--- config.mk ---
export PLATFORM = sky130hd
export DESIGN_NAME = rpi_front
export DESIGN_NICKNAME = d
export VERILOG_FILES = /design/src/rtl/rpi_pkg.sv /design/src/rtl/rpi_front.sv
export SDC_FILE = /design/constraint.sdc
export NUM_CORES = 1
export LEC_CHECK = 0
export ABC_AREA = 1
export BUFFER_PORTS_ARGS = -buffer_cell sky130_fd_sc_hd__buf_2
export CORE_MARGIN = 2
export CORE_UTILIZATION = 45
export DETAILED_ROUTE_END_ITERATION = 12
export GPL_TIMING_DRIVEN = 0
export PLACE_DENSITY = 0.71
export SYNTH_ARGS = -nofsm -noshare
export SYNTH_HDL_FRONTEND = slang
export SYNTH_SLANG_ARGS = --single-unit
--- constraint.sdc ---
create_clock -name clk -period 19.1 [get_ports clk]
set_input_delay 3.82 -clock clk [delete_from_list [all_inputs] [get_ports clk]]
set_output_delay 3.82 -clock clk [all_outputs]
set_load 0.1 [all_outputs]
--- src/rtl/rpi_pkg.sv ---
// Shared types and constants for the radial profile interpolator.
// No dependencies; the top level, divider, front and back import this package.
package rpi_pkg;

  localparam int TABLE_DEPTH = 4096;
  localparam int ADDR_W      = $clog2(TABLE_DEPTH);
  localparam int CNT_W       = $clog2(TABLE_DEPTH + 2);
  localparam int CFG_W       = 13;
  localparam int RAD_W       = 31;
  localparam int Q_W         = 32;
  localparam int OPND_W      = 33;
  localparam int PROD_W      = 2 * OPND_W;
  localparam int DQ_W        = 35;
  localparam int QUO_W       = DQ_W + 2;
  localparam int DIV_CNT_W   = $clog2(DQ_W);

  localparam logic OP_LOAD  = 1'b0;
  localparam logic OP_QUERY = 1'b1;

  typedef struct packed {
    logic                  operation;
    logic [11:0]           entry_index;
    logic [RAD_W-1:0]      entry_radius;
    logic signed [Q_W-1:0] entry_density;
    logic signed [Q_W-1:0] entry_energy;
    logic signed [Q_W-1:0] entry_pressure;
    logic signed [Q_W-1:0] entry_velocity;
    logic signed [Q_W-1:0] pos_x;
    logic signed [Q_W-1:0] pos_y;
    logic signed [Q_W-1:0] pos_z;
    logic                  last_particle;
  } in_t;

  typedef struct packed {
    logic signed [Q_W-1:0] density_out;
    logic signed [Q_W-1:0] energy_out;
    logic signed [Q_W-1:0] pressure_out;
    logic signed [Q_W-1:0] vel_x;
    logic signed [Q_W-1:0] vel_y;
    logic signed [Q_W-1:0] vel_z;
    logic                  last_result;
  } out_t;

  // One table row: val[0] density, [1] energy, [2] pressure, [3] velocity.
  typedef struct packed {
    logic [RAD_W-1:0]          radius;
    logic [3:0][Q_W-1:0]       val;
  } entry_t;

  localparam int ENTRY_W = $bits(entry_t);

endpackage

--- src/rtl/rpi_front.sv ---
// Front end: takes requests, classifies them and queues them two deep.
// Depends on rpi_pkg.
module rpi_front (
  input  logic         clk,
  input  logic         rst_n,
  input  logic         start,
  output logic         busy,
  input  rpi_pkg::in_t in_data,
  output logic         req_valid,
  output logic         req_query,
  output rpi_pkg::in_t req_item,
  input  logic         req_pop
);
  import rpi_pkg::*;

  in_t        slot_r [2];
  logic       wr_ptr_r, rd_ptr_r;
  logic [1:0] count_r;
  logic       push;

  assign busy = (count_r == 2'd2);
  assign push = start && !busy;

  always_ff @(posedge clk) begin
    if (!rst_n) begin
      wr_ptr_r <= 1'b0;
      rd_ptr_r <= 1'b0;
      count_r  <= 2'd0;
    end else begin
      if (push) begin
        wr_ptr_r <= !wr_ptr_r;
      end
      if (req_pop) begin
        rd_ptr_r <= !rd_ptr_r;
      end
      case ({push, req_pop})
        2'b10:   count_r <= count_r + 2'd1;
        2'b01:   count_r <= count_r - 2'd1;
        default: count_r <= count_r;
      endcase
    end
  end

  always_ff @(posedge clk) begin
    if (push) begin
      slot_r[wr_ptr_r] <= in_data;
    end
  end

  assign req_valid = (count_r != 2'd0);
  assign req_item  = slot_r[rd_ptr_r];
  assign req_query = (req_item.operation == OP_QUERY);

endmodule

Yosys cells after proc, flatten, opt, wreduce, memory -nomap -nowiden
Memories as Yosys holds them, arrays and structs flattened. A register that Yosys moved wholly into a read port is not among the register bits. Index checks and enable logic that the tools add are counted.

Add/sub/neg operators: 2. Mux-type cells: 5. Eq/ne operators: 3. Reductions and logical operators: 6.

Operators with widths (number): $eq 2x2->1 const B (2); $mux 1 (4); $pmux 2 s2 (1); $reduce_bool 2->1 (2); $logic_not 1->1 (3); $add 2x1->2 const B (1); $eq 2x1->1 const B (1); $sub 2x1->2 const B (1); $logic_and 1x1->1 (1).

Output and inout bits: 272. Register bits after elaboration: 4. Bits of input ports: 273. Logic and storage cells: 20. Memories kept: 1. RAM bits: 538.

Memory list: slot_r (words 2, bits a word 269, read ports 1, clocked after memory_dff 1, wr ports 1, line rpi_front.sv:16) `in_t slot_r [2];`.

Depth between registers and ports, before layout
Depth in word-level cells: 5. Depth in mapped cells: 10. Depth with buffers taken out: 10.

Least setup slack after synthesis
Ideal clock, no wire load.

Path kind: input to register. Start: in start. End: mem slot_r[0][0] (netlist bit), enable pin. Required time: 18.197 ns. Cell stages on the path: 4. Library setup time: 0.903 ns. Buffers on the path: 0. Data arrival time: 15.223 ns. Setup slack: 2.974 ns. Path through: inv_1 nor2_1 inv_1 nor2_1.

Cells in the longest elaborated chain, start to end: 3.

RTL lines: start: declaration (line rpi_front.sv:6) `input logic start,`; $logic_and 1x1->1 (line rpi_front.sv:22) `assign push = start && !busy;`; $mux 1 (line rpi_front.sv:45) `if (push) begin`; $mux 1 (not written as such) (line rpi_front.sv:46) `slot_r[wr_ptr_r] <= in_data;`; end: declaration (line rpi_front.sv:16).

Every way passes these cells.

==> metrics.md <==
| Metric | Value |
|---|---|
| Setup TNS | `0 ns` |
| CP Buf/Inv Count | `4` |
| Starting Density | `between 40% and 50%` |
| Worst IR Drop VDD | `90.6 uV` |
| Endpoints failing setup | `0` |
| Final Hold Viols | `0` |
| CP max stage cell | `mux2_4` |
| Syn avg cell area | `23.4 um^2` |
| Hold buffer count at cts | `0` |
| Ys flop type | `edfxtp_1` |
| Period utilisation layout | `31.5%` |
| Initial antenna violation count | `9` |
| Routed wl met3 | `4130 um` |
| Drt pass-1 iters | `6` |
| Slowest Stage Delay on Critical Path | `around 0.34 ns` |
| PnR Total Power | `3280 uW` |
| HP Class | `flip-flop to flip-flop` |
| DIE HEIGHT | `217 um` |
| Area Growth Syn to Fin | `27.1%` |
| Metal-1 WL | `16200 um` |
| Arrival time worst endpoint | `2.20 ns` |
| Post-synth top cells | `538 x edfxtp_1, 200 x mux2_4, 69 x mux2_2` |
| # port buffers | `544` |
| Max_cap viols | `0` |
| First-pass GRT wire length | `approximately 64000 um` |
| Final wirelength | `43900 um` |
| DP Wirelength | `~31000 um` |
| Leak Pwr | `between 0.01 and 0.015 uW` |
| Clock share of power | `between 30% and 40%` |
| Reg clk slew, reported paths | `0.06 ns` |
| Placer Congestion | `a little under 0.8` |
| Design area | `0.0260 mm^2` |
| Status | `finished clean` |
| CP required | `15.28 ns` |
| Later-pin clock latency in the skew report | `around 0.58 ns` |
| Most frequent cell after synthesis | `edfxtp_1` |
| Clock root cell | `clkbuf_16` |
| Sw Ratio | `between 30% and 40%` |
| CTS tree | `yes` |
| CP Capture Type | `output port` |
| Routed len/inst | `20.6 um` |
| Cell count after synthesis | `between 800 and 900` |
| Seq pwr share | `~44%` |
| Postcts setup bufs | `0` |
| Post-synth EDFFs | `538` |
| Worst hold slack | `0.514 ns` |
| Cell Area, Synth | `0.0205 mm^2` |
| Final non-filler cell total | `2135` |
| Core area | `0.0452 mm^2` |
| Yosys warnings | `0` |
| Num rows | `78` |
| Vias in the first global route | `between 10000 and 15000` |
| CP cell instances | `buf_6, buf_6, buf_6, mux2_4, buf_2` |
| Die area | `~0.047 mm^2` |
| Layout Nets | `1760` |
| Clock buffers created by TritonCTS | `53` |
| F_max | `166 MHz` |
| RSZ-0062 raised after global routing | `no` |
| Routed via count | `around 10000` |
| Critical Path Fanout Max | `10` |
| Routed Antenna Nets | `0` |
| Vias per cell | `approximately 4.8` |
| Critical path class | `flip-flop to output port` |
| Slew Limit Fails | `0` |
| GRT Util Overall | `18.0%` |
| Crit path max-delay family | `buffers and inverters` |
| PD cells | `126 mW/mm^2` |
| Switch Pwr | `1080 uW` |
| GRT overflow | `0` |
| DR top layer | `met5` |
| Sequential area share after synthesis | `79.4%` |
| Crit path launch type | `flip-flop` |
| Die Wd | `217 um` |
| Clock Skews | `approximately 0.019 ns` |
| Internal | `2210 uW` |
| 1st-iter DRT viols | `565` |
| Post-synth ARST share | `0%` |
| Post-Syn Nets | `1149` |
| Logic pwr share | `around a quarter` |
| FF+latch count, synth | `543` |
| Slew headroom | `approximately half` |
| Min Tclk post-route | `6.02 ns` |
| Top post-synthesis cells by area | `edfxtp_1 79%, mux2_4 15%, mux2_2 3.8%, buf_6 1.4%, dfxtp_1 0.49%` |
| H-Tree Depth | `2` |
| Yosys top cell area share | `about four fifths` |
| Area after DPL | `between 0.02 and 0.025 mm^2` |
| Post-Place Cells | `2031` |
| Clk sinks | `543` |
| Post-route DRC | `0` |
| Layout cell share with drive strength beyond 1 | `61.4%` |
| Routed wl met2 | `22700 um` |
| Largest net degree at the start of global routing | `~120` |
| # IOs | `545` |
| Worst-Margin Slew | `0.780 ns` |
| Resize count post-CTS | `0` |
| CTS max path bufs | `3` |
| Most common cell on crit path | `buf_6` |
| Post-synth top area cell | `edfxtp_1` |
| Netlist cell types | `14` |
==> layout make-up <==
class | instances | area [um^2]
Clock buffer | 62 | 1400
Inverter | 7 | 33.8
Timing Repair Buffer | 556 | 2990
Clock inverter | 38 | 388
Antenna cell | 4 | 10.0
Buffer | 31 | 314
Multi-Input combinational cell | 294 | 3890
Fill cell | 3389 | 19100
Sequential cell | 543 | 16300
Tap cell | 600 | 751
==> path summary, 6_finish.rpt <==
check                           startpoint              to  slack, ns  cells past startpoint
worst min-delay path              rd_ptr_r       flip-flop       0.51                      2
worst min register to register    rd_ptr_r       flip-flop       0.51                      2
worst max register to register  count_r[0]  slot_r[0][123]      16.61                      8
worst max-delay path             flip-flop   req_item[237]      13.08                      5
==> cells by family after synthesis <==
kind of cell | synth area share [%]
multiplexers | 18.5
buffers and inverters | 1.66
adder cells (fa/ha/maj) | 0.0611
flip-flops | 79.4
AND/OR/NAND/NOR | 0.415
AO/OA/AOI/OAI | 0.0488
==> stage by stage <==
stage,util [%],worst slack [ns]
after floorplan,-,2.97
after CTS,57.6,12.99
after global placement,53.0,-3.57
after detailed placement,53.6,13.15
final,57.6,13.08
after global routing,57.6,12.96
==> flip-flops by register name (all words and copies together), names as in the netlist, named ones only <==
name / cells
slot_r: 538
count_r: 2
rd_ptr_r: 1
wr_ptr_r: 1
==> layout by cell type, fill, tap and decap left out, drive strengths merged <==
cell,Yosys,final
clkinvlp,0,3
inv,7,10
buf,31,587
diode,0,4
a21oi,1,1
nand4,1,1
o21ai,1,1
edfxtp,538,538
nor2,12,12
ha,1,1
mux2,269,269
nand2,9,9
clkbuf,0,62
dfxtp,5,5
clkinv,0,25
bufinv,0,7
==> worst min-delay path: stages, from the launching register on <==
cell	delay [ns]
dfxtp_1	0.34
nor2_1	0.06
nor2_1	0.08
==> routing by layer <==
layer	vias up	track usage [%]
li1	4717	-
met1	5157	20.0
met2	375	32.0
met3	72	7.17
met4	6	5.07
met5	-	0
==> power by group through the flow <==
stage	Combinational, uW	Clock, uW	Sequential (uW)
2_1_floorplan	652	0	1490
3_3_place_gp	778	0	1510
3_5_place_dp	800	0	1460
4_1_cts	801	1080	1440
5_1_grt	821	1120	1440
6_report	796	1050	1440
Power figures use the tool's default switching activity.
